### config.mk
export PLATFORM = sky130hd
export DESIGN_NAME = tlv8_record_parser
export DESIGN_NICKNAME = d
export VERILOG_FILES = /design/src/rtl/tlv8_pkg.sv /design/src/rtl/tlv8_record_parser.sv /design/src/rtl/tlv8_front.sv /design/src/rtl/tlv8_queue.sv /design/src/rtl/tlv8_back.sv
export VERILOG_INCLUDE_DIRS = /design/src /design/src/rtl
export SDC_FILE = /design/constraint.sdc
export NUM_CORES = 1
export LEC_CHECK = 0
export ABC_CLOCK_PERIOD_IN_PS = 6500
export BUFFER_PORTS_ARGS = -buffer_cell sky130_fd_sc_hd__buf_2
export CORE_MARGIN = 1.5
export CORE_UTILIZATION = 39
export DETAILED_ROUTE_END_ITERATION = 16
export PLACE_DENSITY = 0.62
export SYNTH_ARGS = -nofsm -noshare
export SYNTH_HDL_FRONTEND = slang
export SYNTH_SLANG_ARGS = --single-unit
### constraint.sdc
create_clock -name clock -period 6.5 [get_ports clock]
set_input_delay 0.325 -clock clock [delete_from_list [all_inputs] [get_ports clock]]
set_output_delay 0.325 -clock clock [all_outputs]
set_load 0.03 [all_outputs]
### src/rtl/tlv8_record_parser_defines.svh
// ----------------------------------------------------------------------------
// TLV8 record parser assertion macros
// Shared property shapes for the parser's concurrent checks.
// ----------------------------------------------------------------------------
`ifndef TLV8_RECORD_PARSER_DEFINES_SVH
`define TLV8_RECORD_PARSER_DEFINES_SVH

// Same-cycle implication, disabled during reset.
`define TLV8_ASSERT_IMPLY(label, clk, rst, ante, cons) \
   label: assert property (@(posedge clk) disable iff (rst) (ante) |-> (cons)) \
      else $error("tlv8 check failed: same-cycle implication");

// Next-cycle implication, disabled during reset.
`define TLV8_ASSERT_NEXT(label, clk, rst, ante, cons) \
   label: assert property (@(posedge clk) disable iff (rst) (ante) |=> (cons)) \
      else $error("tlv8 check failed: next-cycle implication");

`endif

### src/rtl/tlv8_pkg.sv
// ----------------------------------------------------------------------------
// TLV8 parser package
// Payload structs, byte roles, parse phases and queue types.
// ----------------------------------------------------------------------------
package tlv8_pkg;

   localparam int SLOT_W    = 4;
   localparam int OFFSET_W  = 16;
   localparam int Q_DEPTH   = 2;
   localparam int Q_PTR_W   = 1;
   localparam int Q_COUNT_W = 2;

   localparam logic [OFFSET_W-1:0] OFFSET_MAX = '1;

   typedef enum logic [1:0] {
      ROLE_TYPE   = 2'd0,
      ROLE_LENGTH = 2'd1,
      ROLE_VALUE  = 2'd2
   } role_type;

   typedef enum logic [1:0] {
      PH_TYPE  = 2'd0,
      PH_LEN   = 2'd1,
      PH_VALUE = 2'd2
   } phase_type;

   typedef struct packed {
      logic [7:0] data_byte;
      logic       message_end;
   } req_type;

   typedef struct packed {
      logic [1:0]          byte_role;
      logic [SLOT_W-1:0]   slot;
      logic [7:0]          record_type;
      logic [7:0]          value_byte;
      logic [OFFSET_W-1:0] record_offset;
      logic                new_record;
      logic                table_full;
      logic                truncated;
      logic                message_done;
   } rsp_type;

   // One classified byte waiting for the record table.
   typedef struct packed {
      role_type   role;
      logic [7:0] data;
      logic       last;
      logic       trunc;
   } q_entry_type;

   typedef struct packed {
      logic full;
      logic not_empty;
   } q_status_type;

endpackage

### src/rtl/tlv8_record_parser.sv
// ----------------------------------------------------------------------------
// TLV8 record parser
// Byte-serial type/length/value parser with a merging record table.
// ----------------------------------------------------------------------------
// One byte per cycle sustained while neither side stalls.
// The front end frames each byte (type, length or value) from its phase and
// fragment count and pushes it into a two-entry queue; the back end matches
// type bytes against up to MAX_RECORDS table slots in one parallel compare,
// tracks each merged record's length (saturating at 65535) and registers the
// result. The record table lives in flip-flops with a valid bit per slot and
// clears on the byte that carries message_end. A new type that finds the
// table full raises table_full on every byte of its triple, and those bytes
// report slot 0 and offset 0. truncated marks a message_end that falls inside
// a triple. Either side may stall independently; the queue absorbs the gap.
// ----------------------------------------------------------------------------
`include "tlv8_record_parser_defines.svh"

module tlv8_record_parser import tlv8_pkg::*; #(
   parameter int MAX_RECORDS = 10
) (
   input  logic    clock,
   input  logic    reset,
   input  logic    req_valid,
   output logic    req_stall,
   input  req_type req_data,
   output logic    rsp_valid,
   input  logic    rsp_stall,
   output rsp_type rsp_data
);

   logic         push;
   logic         pop;
   q_entry_type  push_entry;
   q_entry_type  head;
   q_status_type q_status;

   // hold the request side while the queue has no room
   assign req_stall = q_status.full;

   // framing: role, truncation and message end per transfer
   tlv8_front u_front (
      .clock      (clock),
      .reset      (reset),
      .req_valid  (req_valid),
      .req_data   (req_data),
      .q_status   (q_status),
      .push       (push),
      .push_entry (push_entry)
   );

   // decouple framing from table lookup
   tlv8_queue u_queue (
      .clock      (clock),
      .reset      (reset),
      .push       (push),
      .push_entry (push_entry),
      .pop        (pop),
      .head       (head),
      .status     (q_status)
   );

   // record table, offsets and the result register
   tlv8_back #(
      .MAX_RECORDS (MAX_RECORDS)
   ) u_back (
      .clock     (clock),
      .reset     (reset),
      .head      (head),
      .q_status  (q_status),
      .pop       (pop),
      .rsp_valid (rsp_valid),
      .rsp_stall (rsp_stall),
      .rsp_data  (rsp_data)
   );

   // a dropped triple never reports a slot or an offset
   `TLV8_ASSERT_IMPLY(a_full_no_slot, clock, reset,
      rsp_valid && rsp_data.table_full,
      (rsp_data.slot == '0) && (rsp_data.record_offset == '0))

   // a fresh slot is claimed only by a type byte that was not dropped
   `TLV8_ASSERT_IMPLY(a_new_on_type, clock, reset,
      rsp_valid && rsp_data.new_record,
      (rsp_data.byte_role == 2'(ROLE_TYPE)) && !rsp_data.table_full)

   // only value bytes carry an offset
   `TLV8_ASSERT_IMPLY(a_offset_value, clock, reset,
      rsp_valid && (rsp_data.record_offset != '0),
      rsp_data.byte_role == 2'(ROLE_VALUE))

   // a pushed byte leaves the queue non-empty next cycle
   `TLV8_ASSERT_NEXT(a_push_lands, clock, reset, push && !pop, q_status.not_empty)

endmodule

### src/rtl/tlv8_front.sv
// ----------------------------------------------------------------------------
// TLV8 framing front end
// Tracks the type/length/value phase and tags each byte with its role.
// ----------------------------------------------------------------------------
module tlv8_front import tlv8_pkg::*; (
   input  logic         clock,
   input  logic         reset,
   input  logic         req_valid,
   input  req_type      req_data,
   input  q_status_type q_status,
   output logic         push,
   output q_entry_type  push_entry
);

   phase_type  phase_ff, phase_in;
   logic [7:0] remain_ff, remain_in;

   assign push = req_valid && !q_status.full;

   always_ff @(posedge clock) begin
      if (reset) begin
         phase_ff  <= PH_TYPE;
         remain_ff <= '0;
      end else begin
         phase_ff  <= phase_in;
         remain_ff <= remain_in;
      end
   end

   always_comb begin
      phase_type nxt;
      nxt                   = phase_ff;
      phase_in              = phase_ff;
      remain_in             = remain_ff;
      push_entry.role       = ROLE_TYPE;
      push_entry.data       = req_data.data_byte;
      push_entry.last       = req_data.message_end;
      push_entry.trunc      = 1'b0;
      case (phase_ff)
         PH_LEN: begin
            push_entry.role = ROLE_LENGTH;
            nxt             = (req_data.data_byte == 8'd0) ? PH_TYPE : PH_VALUE;
         end
         PH_VALUE: begin
            push_entry.role = ROLE_VALUE;
            nxt             = (remain_ff == 8'd1) ? PH_TYPE : PH_VALUE;
         end
         default: begin
            push_entry.role = ROLE_TYPE;
            nxt             = PH_LEN;
         end
      endcase
      push_entry.trunc = req_data.message_end && (nxt != PH_TYPE);
      if (push) begin
         case (phase_ff)
            PH_LEN:   remain_in = req_data.data_byte;
            PH_VALUE: remain_in = remain_ff - 8'd1;
            default:  remain_in = remain_ff;
         endcase
         phase_in = nxt;
         // end of message: restart framing
         if (req_data.message_end) begin
            phase_in  = PH_TYPE;
            remain_in = '0;
         end
      end
   end

endmodule

### src/rtl/tlv8_queue.sv
// ----------------------------------------------------------------------------
// TLV8 classified-byte queue
// Short FIFO that decouples framing from the record table.
// ----------------------------------------------------------------------------
module tlv8_queue import tlv8_pkg::*; (
   input  logic         clock,
   input  logic         reset,
   input  logic         push,
   input  q_entry_type  push_entry,
   input  logic         pop,
   output q_entry_type  head,
   output q_status_type status
);

   q_entry_type          mem_ff [Q_DEPTH];
   logic [Q_PTR_W-1:0]   wr_ptr_ff, wr_ptr_in;
   logic [Q_PTR_W-1:0]   rd_ptr_ff, rd_ptr_in;
   logic [Q_COUNT_W-1:0] count_ff, count_in;

   assign head             = mem_ff[rd_ptr_ff];
   assign status.full      = (count_ff == Q_COUNT_W'(Q_DEPTH));
   assign status.not_empty = (count_ff != '0);

   always_comb begin
      wr_ptr_in = push ? wr_ptr_ff + 1'b1 : wr_ptr_ff;
      rd_ptr_in = pop  ? rd_ptr_ff + 1'b1 : rd_ptr_ff;
      count_in  = count_ff + Q_COUNT_W'(push) - Q_COUNT_W'(pop);
   end

   always_ff @(posedge clock) begin
      if (reset) begin
         wr_ptr_ff <= '0;
         rd_ptr_ff <= '0;
         count_ff  <= '0;
      end else begin
         wr_ptr_ff <= wr_ptr_in;
         rd_ptr_ff <= rd_ptr_in;
         count_ff  <= count_in;
      end
   end

   always_ff @(posedge clock) begin
      if (push) begin
         mem_ff[wr_ptr_ff] <= push_entry;
      end
   end

endmodule

### src/rtl/tlv8_back.sv
// ----------------------------------------------------------------------------
// TLV8 record table back end
// Matches types to slots, tracks merged record lengths, drives results.
// ----------------------------------------------------------------------------
module tlv8_back import tlv8_pkg::*; #(
   parameter int MAX_RECORDS = 10
) (
   input  logic         clock,
   input  logic         reset,
   input  q_entry_type  head,
   input  q_status_type q_status,
   output logic         pop,
   output logic         rsp_valid,
   input  logic         rsp_stall,
   output rsp_type      rsp_data
);

   localparam int IDX_W = (MAX_RECORDS > 1) ? $clog2(MAX_RECORDS) : 1;
   localparam logic [SLOT_W-1:0] MAX_SLOTS = SLOT_W'(MAX_RECORDS);

   logic [MAX_RECORDS-1:0] valid_ff, valid_in;
   logic [7:0]             type_ff [MAX_RECORDS];
   logic [OFFSET_W-1:0]    len_ff  [MAX_RECORDS];
   logic [SLOT_W-1:0]      used_ff, used_in;
   logic [SLOT_W-1:0]      cur_slot_ff, cur_slot_in;
   logic [7:0]             cur_type_ff, cur_type_in;
   logic                   drop_ff, drop_in;
   logic                   rsp_valid_ff, rsp_valid_in;
   rsp_type                rsp_ff, rsp_in;

   logic                   hit;
   logic [SLOT_W-1:0]      hit_idx;
   logic                   type_we;
   logic                   len_we;
   logic [IDX_W-1:0]       len_idx;
   logic [OFFSET_W-1:0]    len_wdata;
   logic [OFFSET_W-1:0]    cur_len;

   assign pop       = q_status.not_empty && (!rsp_valid_ff || !rsp_stall);
   assign rsp_valid = rsp_valid_ff;
   assign rsp_data  = rsp_ff;
   assign cur_len   = len_ff[cur_slot_ff[IDX_W-1:0]];

   // parallel tag match, lowest slot wins
   always_comb begin
      hit     = 1'b0;
      hit_idx = '0;
      for (int i = MAX_RECORDS - 1; i >= 0; i--) begin
         if (valid_ff[i] && (type_ff[i] == head.data)) begin
            hit     = 1'b1;
            hit_idx = SLOT_W'(i);
         end
      end
   end

   always_comb begin
      valid_in     = valid_ff;
      used_in      = used_ff;
      cur_slot_in  = cur_slot_ff;
      cur_type_in  = cur_type_ff;
      drop_in      = drop_ff;
      type_we      = 1'b0;
      len_we       = 1'b0;
      len_idx      = cur_slot_ff[IDX_W-1:0];
      len_wdata    = cur_len + 1'b1;
      rsp_valid_in = rsp_valid_ff && rsp_stall;
      rsp_in       = rsp_ff;
      if (pop) begin
         rsp_valid_in         = 1'b1;
         rsp_in.byte_role     = 2'(head.role);
         rsp_in.value_byte    = head.data;
         rsp_in.record_offset = '0;
         rsp_in.new_record    = 1'b0;
         rsp_in.truncated     = head.trunc;
         rsp_in.message_done  = head.last;
         case (head.role)
            ROLE_TYPE: begin
               cur_type_in = head.data;
               drop_in     = 1'b0;
               if (hit) begin
                  cur_slot_in = hit_idx;
               end else if (used_ff < MAX_SLOTS) begin
                  cur_slot_in          = used_ff;
                  valid_in[used_ff[IDX_W-1:0]] = 1'b1;
                  type_we              = 1'b1;
                  len_we               = 1'b1;
                  len_idx              = used_ff[IDX_W-1:0];
                  len_wdata            = '0;
                  used_in              = used_ff + 1'b1;
                  rsp_in.new_record    = 1'b1;
               end else begin
                  cur_slot_in = '0;
                  drop_in     = 1'b1;
               end
            end
            ROLE_VALUE: begin
               if (!drop_ff) begin
                  rsp_in.record_offset = cur_len;
                  // saturate at the top of the length range
                  len_we = (cur_len != OFFSET_MAX);
               end
            end
            default: begin
            end
         endcase
         rsp_in.slot        = drop_in ? '0 : cur_slot_in;
         rsp_in.table_full  = drop_in;
         rsp_in.record_type = cur_type_in;
         if (head.last) begin
            valid_in    = '0;
            used_in     = '0;
            cur_slot_in = '0;
            cur_type_in = '0;
            drop_in     = 1'b0;
         end
      end
   end

   always_ff @(posedge clock) begin
      if (reset) begin
         valid_ff     <= '0;
         used_ff      <= '0;
         cur_slot_ff  <= '0;
         cur_type_ff  <= '0;
         drop_ff      <= 1'b0;
         rsp_valid_ff <= 1'b0;
      end else begin
         valid_ff     <= valid_in;
         used_ff      <= used_in;
         cur_slot_ff  <= cur_slot_in;
         cur_type_ff  <= cur_type_in;
         drop_ff      <= drop_in;
         rsp_valid_ff <= rsp_valid_in;
      end
   end

   always_ff @(posedge clock) begin
      rsp_ff <= rsp_in;
      if (type_we) begin
         type_ff[used_ff[IDX_W-1:0]] <= head.data;
      end
      if (len_we) begin
         len_ff[len_idx] <= len_wdata;
      end
   end

endmodule

==> results_dict.tcl <==
set metrics [dict create \
    outcome "completed" \
    maxCapViolCount 0 \
    numCtsBuffers 38 \
    cts.htree.levels 2 \
    n_fill_cell 3317 \
    cp-start-kind "flop" \
    ios 57 \
    grt_usage_pct 17.1 \
    rsz0062_at_grt "false" \
    worstSetupEndpointType "flop" \
    die_x_um 197 \
    synth-simple-area-share_pct 8.88 \
    drive_above_1_share_pct 16.2 \
    synth_top_family_by_area "simple AND/OR/NAND/NOR gates" \
    yosysWarnings 0 \
    synth_mux_area_share_pct 6.64 \
    synth_xor_area_share_pct 5.71 \
    setup_viol 0 \
    portBuffers 56 \
    clock_skew_ns 0.0182 \
    final_antenna_net_count 0 \
    fmax_mhz 199 \
    gp_congestion 0.837 \
    grt_max_degree 58 \
    finalInstanceArea_mm2 0.0169 \
    synth_cell_types 58 \
    hold_viol_final 0 \
    synthCells 1022 \
    grt_overflow 0 \
    drtIter0Drc 653 \
    power_density_mw_per_mm2 406 \
    leakage_uw 0.00544 \
    pre_cts_slack_ns 1.43 \
    clkTransAtPathRegs_ns 0.06 \
    fin_crit_sh_pct 77.3 \
    wl_per_cell_um 20.3 \
    peakVddDrop_uv 244 \
    avgSynthCellArea_um2 14.4 \
    cp_max_fo 13 \
    wirelength_mm 33.0 \
    vias 8578 \
    fp.dieH_um 197 \
    post-place-cells 1563 \
    firstDrtPassIters 5 \
    crit_required_ns 6.73 \
    clockBufferDepth 3 \
    synthAdderAreaFrac_pct 0.934 \
    cts-root-buf "clkbuf_16" \
    synthFlopType "edfxtp_1" \
    setup_ws_ns 1.48 \
    layout.nets 1117 \
    setup_tns_ns 0 \
    cts_tree "done" \
    regArea_mm2 0.0101 \
    via_per_inst 5.26 \
    ys_async_sr_fraction_pct 0 \
    cts.sink_count 353 \
    netlist_area_mm2 0.0147 \
    post_dp_cell_area_mm2 0.0156 \
    start_util_pct 39.4 \
    stdcell_count 1631 \
    grt_pass1_wl_mm 50.3 \
    worst_slew_pin_slew_ns 1.20 \
    slew_viol_final 0 \
    row_count 71 \
    core-area_mm2 0.0374 \
    first_global_vias 8666 \
    multiInputGateArea_mm2 0.00433 \
    syn2layout_area_growth_pct 14.6 \
    critPathKind "reg2reg" \
    syn-num-nets 1046 \
    clock_latency_ns 0.55 \
    hp-class "in2reg" \
    ys_seq_area_share_pct 68.8 \
    critPathArrivalTime_ns 5.25 \
    ys_ff_latch 353 \
    grt_antenna_before_repair 0 \
    synth_edf_count 306 \
    route.detailed.drc 0 \
    hpwl_mm 20.6 \
    num_antenna_cells 0 \
    min_period_ns 5.02 \
    hp-start "req_data[3]" \
    die_area_mm2 0.0390 \
    synth_compound_area_share_pct 6.59 \
    relSlewSlack_pct 18.2 \
]
cells in the final DEF, fill, tap and decap left out, types with 4 or more instances in the layout:
cell type / Yosys / final
edfxtp_1: 306 / 306
nor2_1: 96 / 95
xnor2_1: 74 / 74
mux2i_1: 64 / 59
buf_2: 9 / 56
dfxtp_1: 47 / 46
nand2_1: 42 / 42
clkbuf_16: 0 / 38
a22oi_1: 32 / 32
inv_1: 28 / 27
a21oi_1: 27 / 27
o21ai_0: 23 / 23
xor2_1: 22 / 22
nor3_1: 21 / 21
a31oi_1: 21 / 21
buf_4: 6 / 21
and2_1: 20 / 20
nor4_1: 22 / 14
nor2b_1: 12 / 12
mux4_2: 12 / 12
ha_1: 11 / 11
nand4_1: 8 / 8
or3_1: 8 / 8
nor4_2: 0 / 8
clkbuf_1: 24 / 8
nand2b_1: 7 / 7
clkinv_2: 0 / 7
mux2_2: 6 / 6
nand3_1: 6 / 6
a211oi_1: 5 / 5
mux2i_2: 0 / 5
nand3b_1: 4 / 4
or2_2: 4 / 4
a22o_1: 4 / 4
o31ai_1: 4 / 4
area by class of cell:
cell class | count | area share (%)
Timing Repair Buffer | 78 | 2.65
Clock inverter | 18 | 1.25
Multi-Input combinational cell | 594 | 25.6
Inverter | 28 | 0.622
Tap cell | 511 | 3.78
Sequential cell | 353 | 60.0
Clock buffer | 49 | 6.05
sequential cells by signal, summed over array words and instances (netlist names), named ones only:
signal / count
u_queue.rd_ptr_ff: 1
u_queue.wr_ptr_ff: 1
u_back.cur_type_ff: 8
u_back.rsp_valid: 1
u_back.rsp_data: 42
u_back.type_ff: 80
u_back.cur_slot_ff: 4
u_front.phase_ff: 2
u_back.drop_ff: 1
u_queue.mem_ff: 24
u_queue.count_ff: 2
u_back.len_ff: 160
u_back.valid_ff: 10
u_back.used_ff: 4
u_front.remain_ff: 8
path summary, 6_finish.rpt:
check	to	slack, ns	cells past startpoint
min reg2reg	u_back.valid_ff[0]$_SDFFE_PP0P_	0.48	2
max	u_back.len_ff[2][8]$_DFFE_PP_	1.48	10
max reg2reg	u_back.len_ff[2][8]$_DFFE_PP_	1.48	10
min	u_queue.mem_ff[0][4]$_DFFE_PP_	0.02	1
synth_stat cells (all sizes together), types with 2 or more instances:
cell | number | area [um^2]
nor2b | 12 | 75.1
nand3 | 6 | 30.0
nand3b | 4 | 30.0
inv | 28 | 105
nor3 | 21 | 105
nand4 | 10 | 75.1
xnor2 | 74 | 648
dfxtp | 47 | 941
o21bai | 2 | 15.0
and3 | 3 | 18.8
nand2 | 42 | 158
clkbuf | 24 | 90.1
nand2b | 7 | 43.8
a21oi | 27 | 135
nor2 | 96 | 360
xor2 | 22 | 193
o21ai | 24 | 120
o211ai | 3 | 22.5
a2111oi | 5 | 56.3
a22o | 4 | 35.0
edfxtp | 306 | 9190
mux2 | 6 | 67.6
nor3b | 3 | 22.5
or3 | 8 | 50.1
and2 | 20 | 125
nand4b | 2 | 17.5
o31ai | 4 | 30.0
a211oi | 5 | 37.5
a22oi | 32 | 240
nor4 | 23 | 159
a31o | 2 | 17.5
buf | 23 | 173
a31oi | 22 | 153
or2 | 5 | 31.3
ha | 11 | 138
o31a | 2 | 17.5
mux2i | 64 | 641
mux4 | 12 | 270
metrics by stage:
step	hold slack, ns	utilization (%)	total power (uW)
final	0.0199	45.2	6860
after global routing	0.00877	45.2	7160
after CTS	0.000896	45.2	6930
after detailed placement	0.469	41.8	4790
after global placement	0.460	41.8	4760
after floorplan	0.424	-	4240
critical path: stages, from the launching register on:
cell and delay, ns:
dfxtp_1 0.79, mux2i_2 1.06, xnor2_1 0.21, nor4_1 0.08
nand4_1 0.13, nand2_1 0.15, or4_1 0.71, nor4_4 0.49
nor2_1 0.24, nor4_2 0.49, buf_4 0.34
power breakdown:
part | leakage, uW | total (uW) | internal (uW) | switching [uW]
Sequential | 0.00319 | 3080 | 2990 | 92.5
Clock | 0.000607 | 2130 | 1250 | 882
Combinational | 0.00165 | 1650 | 453 | 1200
Total | 0.00544 | 6860 | 4690 | 2170
layer usage:
layer / GRT usage, % / up-vias / share of wire, %
met2: 28.1 / 256 / 48
met3: 2.87 / 55 / 5.1
li1: - / 3979 / -
met4: 6.19 / 0 / 2.9
met5: 0 / - / 0
met1: 23.0 / 4288 / 44
what timing repair did:
action	in CTS	in global routing
hold buffers	1	0
resized for setup	0	0
buffers inserted	0	0
endpoints found under the hold margin	2	0
cell families after synthesis:
group           after synthesis
flops                       353
mux                          82
buf+inv                      75
simple gates                263
xor+xnor                     96
compound gates              142
fa+ha+maj                    11
Note: power is estimated with default switching activity, not from simulation.
